==> src/rtl/stk5fr_pkg.sv <==
package stk5fr_pkg;

  // Payload buffer size and the widths that follow from it.
  localparam int MAX_PAYLOAD = 512;
  localparam int BUF_AW      = $clog2(MAX_PAYLOAD);
  localparam int CNT_W       = $clog2(MAX_PAYLOAD + 1);

  // Fixed field widths of the channels.
  localparam int BYTE_W      = 8;
  localparam int LEN_W       = 16;
  localparam int PIDX_W      = 9;
  localparam int STATUS_W    = 3;
  localparam int CFG_IDX_W   = 1;
  localparam int CFG_DATA_W  = 8;

  // Configuration register indexes.
  localparam logic [CFG_IDX_W-1:0] CFG_START = 1'b0;
  localparam logic [CFG_IDX_W-1:0] CFG_TOKEN = 1'b1;

  // Configuration reset values.
  localparam logic [BYTE_W-1:0] START_RESET = 8'd27;
  localparam logic [BYTE_W-1:0] TOKEN_RESET = 8'd14;

  typedef enum logic [2:0] {
    PH_HUNT,
    PH_SEQ,
    PH_LEN_HI,
    PH_LEN_LO,
    PH_TOKEN,
    PH_DATA,
    PH_CHECK
  } phase_t;

  typedef enum logic [STATUS_W-1:0] {
    ST_PROGRESS,
    ST_PAYLOAD,
    ST_OK,
    ST_BADSUM,
    ST_BADTOKEN,
    ST_TIMEOUT,
    ST_TOOLONG
  } status_t;

  typedef struct packed {
    logic [BYTE_W-1:0] start_byte;
    logic [BYTE_W-1:0] token_byte;
  } cfg_t;

  typedef struct packed {
    status_t             status;
    logic [BYTE_W-1:0]   payload_byte;
    logic [PIDX_W-1:0]   payload_index;
    logic [BYTE_W-1:0]   sequence_number;
    logic [LEN_W-1:0]    message_length;
  } result_t;

endpackage

==> src/rtl/stk5fr_if.sv <==
interface stk5fr_rx_if;
  logic                             valid;
  logic                             ready;
  logic [stk5fr_pkg::BYTE_W-1:0]    rx_byte;
  logic                             timed_out;

  modport source (output valid, output rx_byte, output timed_out, input ready);
  modport sink (input valid, input rx_byte, input timed_out, output ready);
endinterface

interface stk5fr_res_if;
  logic                             valid;
  logic                             ready;
  logic [stk5fr_pkg::STATUS_W-1:0]  status;
  logic [stk5fr_pkg::BYTE_W-1:0]    payload_byte;
  logic [stk5fr_pkg::PIDX_W-1:0]    payload_index;
  logic [stk5fr_pkg::BYTE_W-1:0]    sequence_number;
  logic [stk5fr_pkg::LEN_W-1:0]     message_length;

  modport source (
    output valid, output status, output payload_byte, output payload_index,
    output sequence_number, output message_length, input ready
  );
  modport sink (
    input valid, input status, input payload_byte, input payload_index,
    input sequence_number, input message_length, output ready
  );
endinterface

==> src/rtl/stk5fr_parser.sv <==
module stk5fr_parser (
  input  logic                          clk,
  input  logic                          rst,
  input  stk5fr_pkg::cfg_t              cfg,
  input  logic                          step,
  input  logic [stk5fr_pkg::BYTE_W-1:0] rx_byte,
  input  logic                          timed_out,
  output stk5fr_pkg::result_t           result
);
  import stk5fr_pkg::*;

  phase_t              phase, phase_next;
  logic [BYTE_W-1:0]   xor_acc, xor_acc_next;
  logic [BYTE_W-1:0]   seq, seq_next;
  logic [LEN_W-1:0]    length, length_next;
  logic [CNT_W-1:0]    count, count_next;

  logic [LEN_W-1:0]    len_full;
  logic                too_long;
  logic [CNT_W-1:0]    count_inc;
  logic                data_done;
  logic                start_hit;
  logic                token_hit;

  status_t             status;
  logic [BYTE_W-1:0]   pbyte;
  logic [PIDX_W-1:0]   pindex;

  logic                buf_we;
  logic [BYTE_W-1:0]   payload_store [MAX_PAYLOAD];

  assign len_full  = {length[LEN_W-1:BYTE_W], rx_byte};
  assign too_long  = len_full > LEN_W'(MAX_PAYLOAD);
  assign count_inc = count + CNT_W'(1);
  assign data_done = LEN_W'(count_inc) >= length;
  assign start_hit = rx_byte == cfg.start_byte;
  assign token_hit = rx_byte == cfg.token_byte;

  // Next phase.
  always_comb begin
    phase_next = phase;
    if (timed_out) begin
      phase_next = PH_HUNT;
    end else begin
      unique case (phase)
        PH_HUNT:   phase_next = start_hit ? PH_SEQ : PH_HUNT;
        PH_SEQ:    phase_next = PH_LEN_HI;
        PH_LEN_HI: phase_next = PH_LEN_LO;
        PH_LEN_LO: phase_next = too_long ? PH_HUNT : PH_TOKEN;
        PH_TOKEN: begin
          if (!token_hit) begin
            phase_next = PH_HUNT;
          end else if (length == '0) begin
            phase_next = PH_CHECK;
          end else begin
            phase_next = PH_DATA;
          end
        end
        PH_DATA:   phase_next = data_done ? PH_CHECK : PH_DATA;
        PH_CHECK:  phase_next = PH_HUNT;
        default:   phase_next = PH_HUNT;
      endcase
    end
  end

  // Header fields, running checksum and byte count.
  always_comb begin
    xor_acc_next = xor_acc;
    seq_next     = seq;
    length_next  = length;
    count_next   = count;
    if (!timed_out) begin
      xor_acc_next = xor_acc ^ rx_byte;
      unique case (phase)
        PH_HUNT:   if (start_hit) xor_acc_next = rx_byte;
        PH_SEQ:    seq_next = rx_byte;
        PH_LEN_HI: length_next = {rx_byte, BYTE_W'(0)};
        PH_LEN_LO: length_next = len_full;
        PH_TOKEN:  if (token_hit) count_next = '0;
        PH_DATA:   count_next = count_inc;
        default:   ;
      endcase
    end
  end

  // Result of this byte.
  always_comb begin
    status = ST_PROGRESS;
    pbyte  = '0;
    pindex = '0;
    if (timed_out) begin
      status = ST_TIMEOUT;
    end else begin
      unique case (phase)
        PH_LEN_LO: if (too_long) status = ST_TOOLONG;
        PH_TOKEN:  if (!token_hit) status = ST_BADTOKEN;
        PH_DATA: begin
          status = ST_PAYLOAD;
          pbyte  = rx_byte;
          pindex = PIDX_W'(count);
        end
        PH_CHECK:  status = (xor_acc_next == '0) ? ST_OK : ST_BADSUM;
        default:   ;
      endcase
    end
  end

  assign result = '{
    status:          status,
    payload_byte:    pbyte,
    payload_index:   pindex,
    sequence_number: seq_next,
    message_length:  length_next
  };

  always_ff @(posedge clk) begin
    if (rst) begin
      phase   <= PH_HUNT;
      xor_acc <= '0;
      seq     <= '0;
      length  <= '0;
      count   <= '0;
    end else if (step) begin
      phase   <= phase_next;
      xor_acc <= xor_acc_next;
      seq     <= seq_next;
      length  <= length_next;
      count   <= count_next;
    end
  end

  // The count stays below the buffer size while data is being taken.
  assign buf_we = step && !timed_out && (phase == PH_DATA);

  always_ff @(posedge clk) begin
    if (buf_we) begin
      payload_store[count[BUF_AW-1:0]] <= rx_byte;
    end
  end

endmodule

==> src/rtl/stk5fr_out_reg.sv <==
module stk5fr_out_reg (
  input  logic                clk,
  input  logic                rst,
  input  logic                load,
  input  stk5fr_pkg::result_t din,
  output logic                can_load,
  output logic                valid,
  input  logic                ready,
  output stk5fr_pkg::result_t dout
);
  import stk5fr_pkg::*;

  assign can_load = !valid || ready;

  always_ff @(posedge clk) begin
    if (rst) begin
      valid <= 1'b0;
    end else if (load) begin
      valid <= 1'b1;
    end else if (ready) begin
      valid <= 1'b0;
    end
  end

  always_ff @(posedge clk) begin
    if (load) begin
      dout <= din;
    end
  end

endmodule

==> src/rtl/stk5500v2_placeholder_do_not_use.sv <==
module stk5fr_cfg_regs (
  input  logic                                clk,
  input  logic                                rst,
  input  logic                                we,
  input  logic [stk5fr_pkg::CFG_IDX_W-1:0]    index,
  input  logic [stk5fr_pkg::CFG_DATA_W-1:0]   data,
  output stk5fr_pkg::cfg_t                    cfg
);
  import stk5fr_pkg::*;

  always_ff @(posedge clk) begin
    if (rst) begin
      cfg.start_byte <= START_RESET;
      cfg.token_byte <= TOKEN_RESET;
    end else if (we) begin
      unique case (index)
        CFG_START: cfg.start_byte <= data;
        CFG_TOKEN: cfg.token_byte <= data;
        default:   ;
      endcase
    end
  end

endmodule

==> src/rtl/stk500v2_frame_receiver_top.sv <==
// STK500v2 frame receiver. Each beat on the rx channel carries one byte from
// the serial line and a timeout flag, and produces exactly one beat on the res
// channel. That beat gives the parse status, the payload byte and its buffer
// position when a payload byte was taken, and the sequence number and
// announced length of the current frame. A frame is the start byte, a
// sequence number, a big-endian 16-bit length, the token byte, the payload
// and an XOR checksum; the XOR over the whole frame must come to zero. A
// timeout aborts any frame in progress and is reported even while hunting.
// Lengths above 512 bytes are rejected with the too-long status as soon as
// the low length byte arrives. For each byte taken, the parser state is
// updated and the result lands in the output register at the same edge, so
// a new byte is taken every cycle while the consumer keeps up. Throughput is
// set by that output register alone; when it holds a beat that has not been
// taken, the rx channel is held off. Payload bytes are written into a
// 512-byte buffer memory, one write per cycle while bytes are taken. Start
// and token byte values are set through the configuration port (index 0 and
// 1) and apply from the next byte; write them only while the block is idle.
module stk500v2_frame_receiver_top (
  input  logic                              clk,
  input  logic                              rst,
  input  logic                              cfg_we,
  input  logic [stk5fr_pkg::CFG_IDX_W-1:0]  cfg_index,
  input  logic [stk5fr_pkg::CFG_DATA_W-1:0] cfg_data,
  stk5fr_rx_if.sink                         rx,
  stk5fr_res_if.source                      res
);
  import stk5fr_pkg::*;

  cfg_t    cfg;
  result_t result;
  result_t held;
  logic    can_load;
  logic    step;

  stk5fr_cfg_regs u_cfg (
    .clk   (clk),
    .rst   (rst),
    .we    (cfg_we),
    .index (cfg_index),
    .data  (cfg_data),
    .cfg   (cfg)
  );

  // A byte is taken whenever the output register is free or being emptied.
  assign rx.ready = !rst && can_load;
  assign step     = rx.valid && rx.ready;

  stk5fr_parser u_parser (
    .clk       (clk),
    .rst       (rst),
    .cfg       (cfg),
    .step      (step),
    .rx_byte   (rx.rx_byte),
    .timed_out (rx.timed_out),
    .result    (result)
  );

  stk5fr_out_reg u_out (
    .clk      (clk),
    .rst      (rst),
    .load     (step),
    .din      (result),
    .can_load (can_load),
    .valid    (res.valid),
    .ready    (res.ready),
    .dout     (held)
  );

  assign res.status          = held.status;
  assign res.payload_byte    = held.payload_byte;
  assign res.payload_index   = held.payload_index;
  assign res.sequence_number = held.sequence_number;
  assign res.message_length  = held.message_length;

endmodule

==> src/flat_wrapper.sv <==
// flat-port wrapper written by rule: the top's interface ports become plain ports
module stk500v2_frame_receiver_top_flat import stk5fr_pkg::*;
  (clk, rst, cfg_we, cfg_index, cfg_data, rx_valid, rx_rx_byte, rx_timed_out, rx_ready, res_valid, res_status, res_payload_byte, res_payload_index, res_sequence_number, res_message_length, res_ready);
  stk5fr_rx_if rx_i ();
  stk5fr_res_if res_i ();
  input  logic clk;
  input  logic rst;
  input  logic cfg_we;
  input  logic [stk5fr_pkg::CFG_IDX_W-1:0] cfg_index;
  input  logic [stk5fr_pkg::CFG_DATA_W-1:0] cfg_data;
  input wire logic [$bits(rx_i.valid)-1:0] rx_valid;
  input wire logic [$bits(rx_i.rx_byte)-1:0] rx_rx_byte;
  input wire logic [$bits(rx_i.timed_out)-1:0] rx_timed_out;
  output wire logic [$bits(rx_i.ready)-1:0] rx_ready;
  output wire logic [$bits(res_i.valid)-1:0] res_valid;
  output wire logic [$bits(res_i.status)-1:0] res_status;
  output wire logic [$bits(res_i.payload_byte)-1:0] res_payload_byte;
  output wire logic [$bits(res_i.payload_index)-1:0] res_payload_index;
  output wire logic [$bits(res_i.sequence_number)-1:0] res_sequence_number;
  output wire logic [$bits(res_i.message_length)-1:0] res_message_length;
  input wire logic [$bits(res_i.ready)-1:0] res_ready;
  assign rx_i.valid = rx_valid;
  assign rx_i.rx_byte = rx_rx_byte;
  assign rx_i.timed_out = rx_timed_out;
  assign rx_ready = rx_i.ready;
  assign res_valid = res_i.valid;
  assign res_status = res_i.status;
  assign res_payload_byte = res_i.payload_byte;
  assign res_payload_index = res_i.payload_index;
  assign res_sequence_number = res_i.sequence_number;
  assign res_message_length = res_i.message_length;
  assign res_i.ready = res_ready;
  stk500v2_frame_receiver_top u_core (.clk(clk), .rst(rst), .cfg_we(cfg_we), .cfg_index(cfg_index), .cfg_data(cfg_data), .rx(rx_i), .res(res_i));
endmodule
==> config.mk <==
export PLATFORM = sky130hd
export DESIGN_NAME = stk500v2_frame_receiver_top_flat
export DESIGN_NICKNAME = d
export VERILOG_FILES = /design/src/rtl/stk5fr_pkg.sv /design/src/rtl/stk5fr_if.sv /design/src/rtl/stk5fr_parser.sv /design/src/rtl/stk5fr_out_reg.sv /design/src/rtl/stk5500v2_placeholder_do_not_use.sv /design/src/rtl/stk500v2_frame_receiver_top.sv /design/src/flat_wrapper.sv
export SDC_FILE = /design/constraint.sdc
export NUM_CORES = 1
export LEC_CHECK = 0
export ABC_AREA = 0
export BUFFER_PORTS_ARGS = -buffer_cell sky130_fd_sc_hd__buf_2
export CAP_MARGIN = 20
export CORE_MARGIN = 4
export CORE_UTILIZATION = 55
export DETAILED_ROUTE_END_ITERATION = 6
export PLACE_DENSITY = 0.79
export SETUP_SLACK_MARGIN = 0.1
export SLEW_MARGIN = 20
export SYNTH_ARGS = -nofsm -noshare
export SYNTH_HDL_FRONTEND = slang
export SYNTH_SLANG_ARGS = --single-unit
==> constraint.sdc <==
create_clock -name clk -period 6.1 [get_ports clk]
set_input_delay 0.61 -clock clk [delete_from_list [all_inputs] [get_ports clk]]
set_output_delay 0.61 -clock clk [all_outputs]
set_load 0.005 [all_outputs]
======== Word level (Yosys, flattened, before mapping) ========
Cells that the tools add are included.
W data, S select, Z words.
storage, ports and cells
  register bits after elaboration ......... 106
  output and inout port bits .............. 46
  word-level logic and storage cells ...... 65
cells by class
  add/subtract/negate cells ............... 1
  magnitude comparators ................... 2
  eq/ne operators ......................... 9
  muxes and demuxes ....................... 22
  bitwise operators ....................... 4
  reduce and logical (&&, ||, !) cells .... 14
operators with widths
  kind                     number
  $mux W8                  5
  $pmux W16 S2             1
  $pmux W10 S2             1
  $pmux W3 S6              1
  $eq A8 B8 Y1             2
  $ge A10 B16 Y1           1
  $gt A16 B10 Y1 const B   1
  $logic_not A16 Y1        1
  $mux W16                 1
  $mux W3                  5
  $pmux W3 S4              1
  $add A10 B1 Y10 const B  1
  $mux W10                 1
  $eq A3 B3 Y1 const B     3
  $logic_not A8 Y1         1
  $xor A8 B8 Y8            1
  $eq A3 B2 Y1 const B     2
  $mux W1                  4
  $mux W2                  2
  $reduce_and A2 Y1        2
  $reduce_and A4 Y1        1
  $reduce_bool A2 Y1       2
  $eq A3 B1 Y1 const B     1
  $logic_not A3 Y1         1
  6 further kinds          10

======== Logic depth before layout (Yosys ltp) ========
  word-level depth ........................ 7
  gate-level depth with buffers ........... 11
  mapped depth without buffers ............ 11

======== Hierarchy ========
A second synthesis with hierarchy kept.
second synthesis, totals
  cell total of the unflattened synthesis .. 575
  area, all modules ....................... 5460.2 um^2
by module, submodules not included
  module                       times used  cells an instance  area each (um^2)  seq. area each (um^2)
  stk5fr_parser                1           457                3418.3            900.9
  stk5fr_out_reg               1           48                 1367.6            1341.3
  stk5fr_cfg_regs              1           68                 659.4             320.3
  stk500v2_frame_receiver_top  1           2                  15.0              0.0

======== Worst setup path before layout ========
No wires, ideal clock.
  kind .................................... input to register
  from .................................... in rst
  to ...................................... reg u_core.u_out.dout[0] in the netlist's numbering, enable pin
  arrival ................................. 2700 ps
  data required time ...................... 5675 ps
  path slack .............................. 2975 ps
  stages on the path ...................... 5
  path buffers ............................ 2
  cells stage by stage .................... inv_1 > nand3_1 > clkinv_1 > clkbuf_1 > clkbuf_1
on the way
  word-level cells in the longest chain between the ends .. 3
ends and longest elaborated chain
  item                  RTL line                           RTL
  from (decl)           flat_wrapper.sv:7                  input logic rst;
  $logic_not A1 Y1      stk500v2_frame_receiver_top.sv:45  assign rx.ready = !rst && can_load;
  $logic_and A1 B1 Y1   stk500v2_frame_receiver_top.sv:45
  $logic_and A1 B1 Y1   stk500v2_frame_receiver_top.sv:46  assign step = rx.valid && rx.ready;
  net u_core.step       stk500v2_frame_receiver_top.sv:33  logic step;
  to (signal assigned)  stk5fr_out_reg.sv:27               dout <= din;
  to (decl)             stk5fr_out_reg.sv:9                output stk5fr_pkg::result_t dout
The timed path passes the listed nets, and every way through them passes these cells.
A chain may end at the register's enable or synchronous reset.

======== Final worst setup path ========
  from .................................... in rst
  to ...................................... reg u_core.u_parser.xor_acc[3]
on the way
  word-level cells in the longest chain between the ends .. 3
ends and longest elaborated chain
  item                  RTL line                           RTL
  $logic_not A1 Y1      stk500v2_frame_receiver_top.sv:45
  $logic_and A1 B1 Y1   stk500v2_frame_receiver_top.sv:45
  $logic_and A1 B1 Y1   stk500v2_frame_receiver_top.sv:46
  to (signal assigned)  stk5fr_parser.sv:125               xor_acc <= xor_acc_next;
  to (decl)             stk5fr_parser.sv:13                logic [BYTE_W-1:0] xor_acc, xor_acc_next;
Parallel ways exist; a longest one is shown, timed or not.

==> impl_results.md <==
- Status: finished, final reports clean
- Final hold violation count: 0
- Fraction of registers with async set/reset: 0
- Drt wl/cell: 16.75 um
- Yosys warnings: 0
- # port buffers: between 60 and 70
- Worst-margin pin slew: 0.8949 ns
- Initial Util: 0.5648
- Routability cong.: 0.8286
- Seq/Total Area, Yosys: 0.4934
- Vias/cell: 6.017
- DR pass1 iterations: 5
- First-pass GRT wire length: 18.98 mm
- Chip height: approximately 110 um
- Crit path DAT: between 3 and 4 ns
- Finish-stage setup viols: 0
- Worst skew pair latency: 0.37 ns
- Top cells by area, synth: edfxtp_1 25%, dfxtp_1 24%, nand2_1 6.6%
- Post-CTS sizing: 0
- Area Growth Syn to Fin: 9.949%
- Mapped Area: roughly 5200 sq um
- Final std cells w/o fill: 694
- Post-synthesis cell count: 535
- Routed via count: 4176
- Core box area: 9196 sq um
- Critical path required time: 6.37 ns
- Leading area contributor after synthesis: edfxtp_1
- Initial antenna violation count: 0
- Critical Path Fanout Max: 90
- Critical setup path kind: in -> reg
- Top cells by count, synth: 91 x nand2_1, 62 x dfxtp_1, 44 x edfxtp_1
- Synth Flop Type: dfxtp_1
- Hold_buf cts: 0
- Pins Over Slew Limit: 0
- Tmin final: about 3.7 ns
- Seq cells post-synth: 106
- RSZ-0062 raised after global routing: false
- Max-Cap Viols: 0
- Worst VDD drop: 112.2 uV
- Netlist cell types: 58
- Total number of H-tree levels: 3
- Share of the synthesized area in the top cell type: 0.2544
- Min Hold Slack: 0.4578 ns
- Hold Crit Class: reg -> reg
- I/O pins: 69
- Clock Tree Root: clkbuf_8
- Post-CTS setup buffer count: 0
- Crit share post-route: 0.6022
- CTS tree: built
- Clock sink count: about 110
- Inst Count DP: 678
- Total wire length: 11.63 mm
- Clock slew at reported path FFs: 0.10 ns
- Type of destination of the critical path: flop
- Antenna-violating nets left: 0
- Layout net count: 612
- Vias in the first global route: a little under 4000
- Worst Setup Start Kind: input port
- Largest net degree at the start of global routing: 91
- Fraction of layout cells with a size suffix above 1: 0.1784
- Post-Place Cell Area: about 5500 sq um
- Design area: around 5700 sq um
- Leakage: 2.210 nW
- Clock tree buffer depth: 2
- Mean Syn Cell Area: 9.708 sq um
- Die Footprint: around 11000 sq um
- Power density cells: 227.4 nW/um^2
- Rows: 35
- Fill cells: 783
- Number of flops mapped to enable cells by yosys: 44
- Total CTS buffers: 9
- Final HPWL DP: 8.049 mm
- Total GRT Usage: 0.2121
- Slew headroom: 0.4034
- Die X: 105.2 um
- Ant diodes: 0
- Syn nets: 569
- DRC: 0
- Most common cell in the netlist: nand2_1
- Fmax: about 270 MHz
- Setup_tns: 0 ns
- Setup Skew: between 0.01 and 0.015 ns
- Global route total overflow: 0
- Drt initial violations: 262
## through the flow
| stage | total power, W | worst slack [ns] | utilization |
|---|---|---|---|
| floorplan | 0.0008623 | 2.975 | - |
| global placement | 0.0008941 | 2.225 | 0.6005 |
| detailed placement | 0.0008979 | 2.077 | 0.6005 |
| CTS | 0.001301 | 2.458 | 0.6210 |
| global route | 0.001344 | 2.110 | 0.6210 |
| finish | 0.001299 | 2.427 | 0.6210 |
## kinds of logic (layout without fill, tap and decap cells)
group / Yosys count / in the layout / synth area share
muxes: 8 / 8 / 0.01735
xor gates and xnor gates: 29 / 29 / 0.05035
adders and majority gates: 11 / 11 / 0.02650
AOI/OAI and AO/OA: 114 / 114 / 0.1629
DFF: 106 / 106 / 0.4934
buffers and inverters: 51 / 99 / 0.04071
and+or+nand+nor: 216 / 216 / 0.2089
## worst paths after layout
path / end / start / slack, ns / cells past startpoint
max: u_core.u_parser.xor_acc[3] / rst / 2.43 / 7
min reg2reg: u_core.u_parser.seq[7] / u_core.u_parser.seq[7] / 0.46 / 2
min: u_core.u_parser.seq[7] / u_core.u_parser.seq[7] / 0.46 / 2
max reg2reg: u_core.u_out.dout[41] / u_core.u_parser.phase[0] / 3.15 / 5
## sequential cells by signal (all words and copies together) (netlist names)
| register | flops |
|---|---|
| u_core.u_parser.length | 16 |
| u_core.u_parser.seq | 8 |
| u_core.u_out.dout | 44 |
| u_core.u_parser.count | 10 |
| u_core.u_parser.phase | 3 |
| u_core.u_cfg.cfg | 16 |
| u_core.u_parser.xor_acc | 8 |
| u_core.u_out.valid | 1 |
## layout make-up
class / count / area (sq um) / area share
sequential: 106 / 2562 / 0.4487
multi-input combinational: 378 / 2420 / 0.4238
timing repair buffer: 69 / 347.8 / 0.06091
clock buffer: 11 / 152.6 / 0.02673
tap: 111 / 138.9 / 0.02432
inverter: 14 / 53.80 / 0.009422
clock inverter: 5 / 35.03 / 0.006135
## power by group
group          internal [W]  switching, W
sequential         0.000755     0.0000118
combinational     0.0000444     0.0000714
clock              0.000175      0.000241
## placed cells by master, fill, tap and decap left out, types with 7 or more instances in the layout
cell / netlist / final
nand2_1: 91 / 91
a32o_1: 8 / 8
clkbuf_8: 0 / 9
mux2_2: 8 / 8
nand3_1: 23 / 23
edfxtp_1: 44 / 44
o31ai_1: 9 / 9
nor2b_1: 16 / 16
inv_1: 13 / 13
ha_1: 11 / 11
nor2_1: 26 / 26
xor2_1: 7 / 7
xnor2_1: 21 / 21
o21ai_0: 15 / 15
buf_2: 4 / 68
and2_1: 11 / 11
a21oi_1: 23 / 23
o22ai_1: 8 / 8
dfxtp_1: 62 / 62
and3_1: 13 / 13
a22o_1: 16 / 16
## per-layer routing
layer	wire length (um)	GRT usage
met1	5303	0.2913
met2	5404	0.3336
met3	644	0.04138
met4	274	0.07685
met5	0	0
## worst max-delay path, cell delays in order
cell	delay (ns)
buf_2	0.35
inv_1	0.65
nand3_1	0.67
clkinv_2	0.44
buf_4	0.74
o22ai_1	0.17
a32o_1	0.23
No activity file was read; power rests on OpenSTA's default activity.
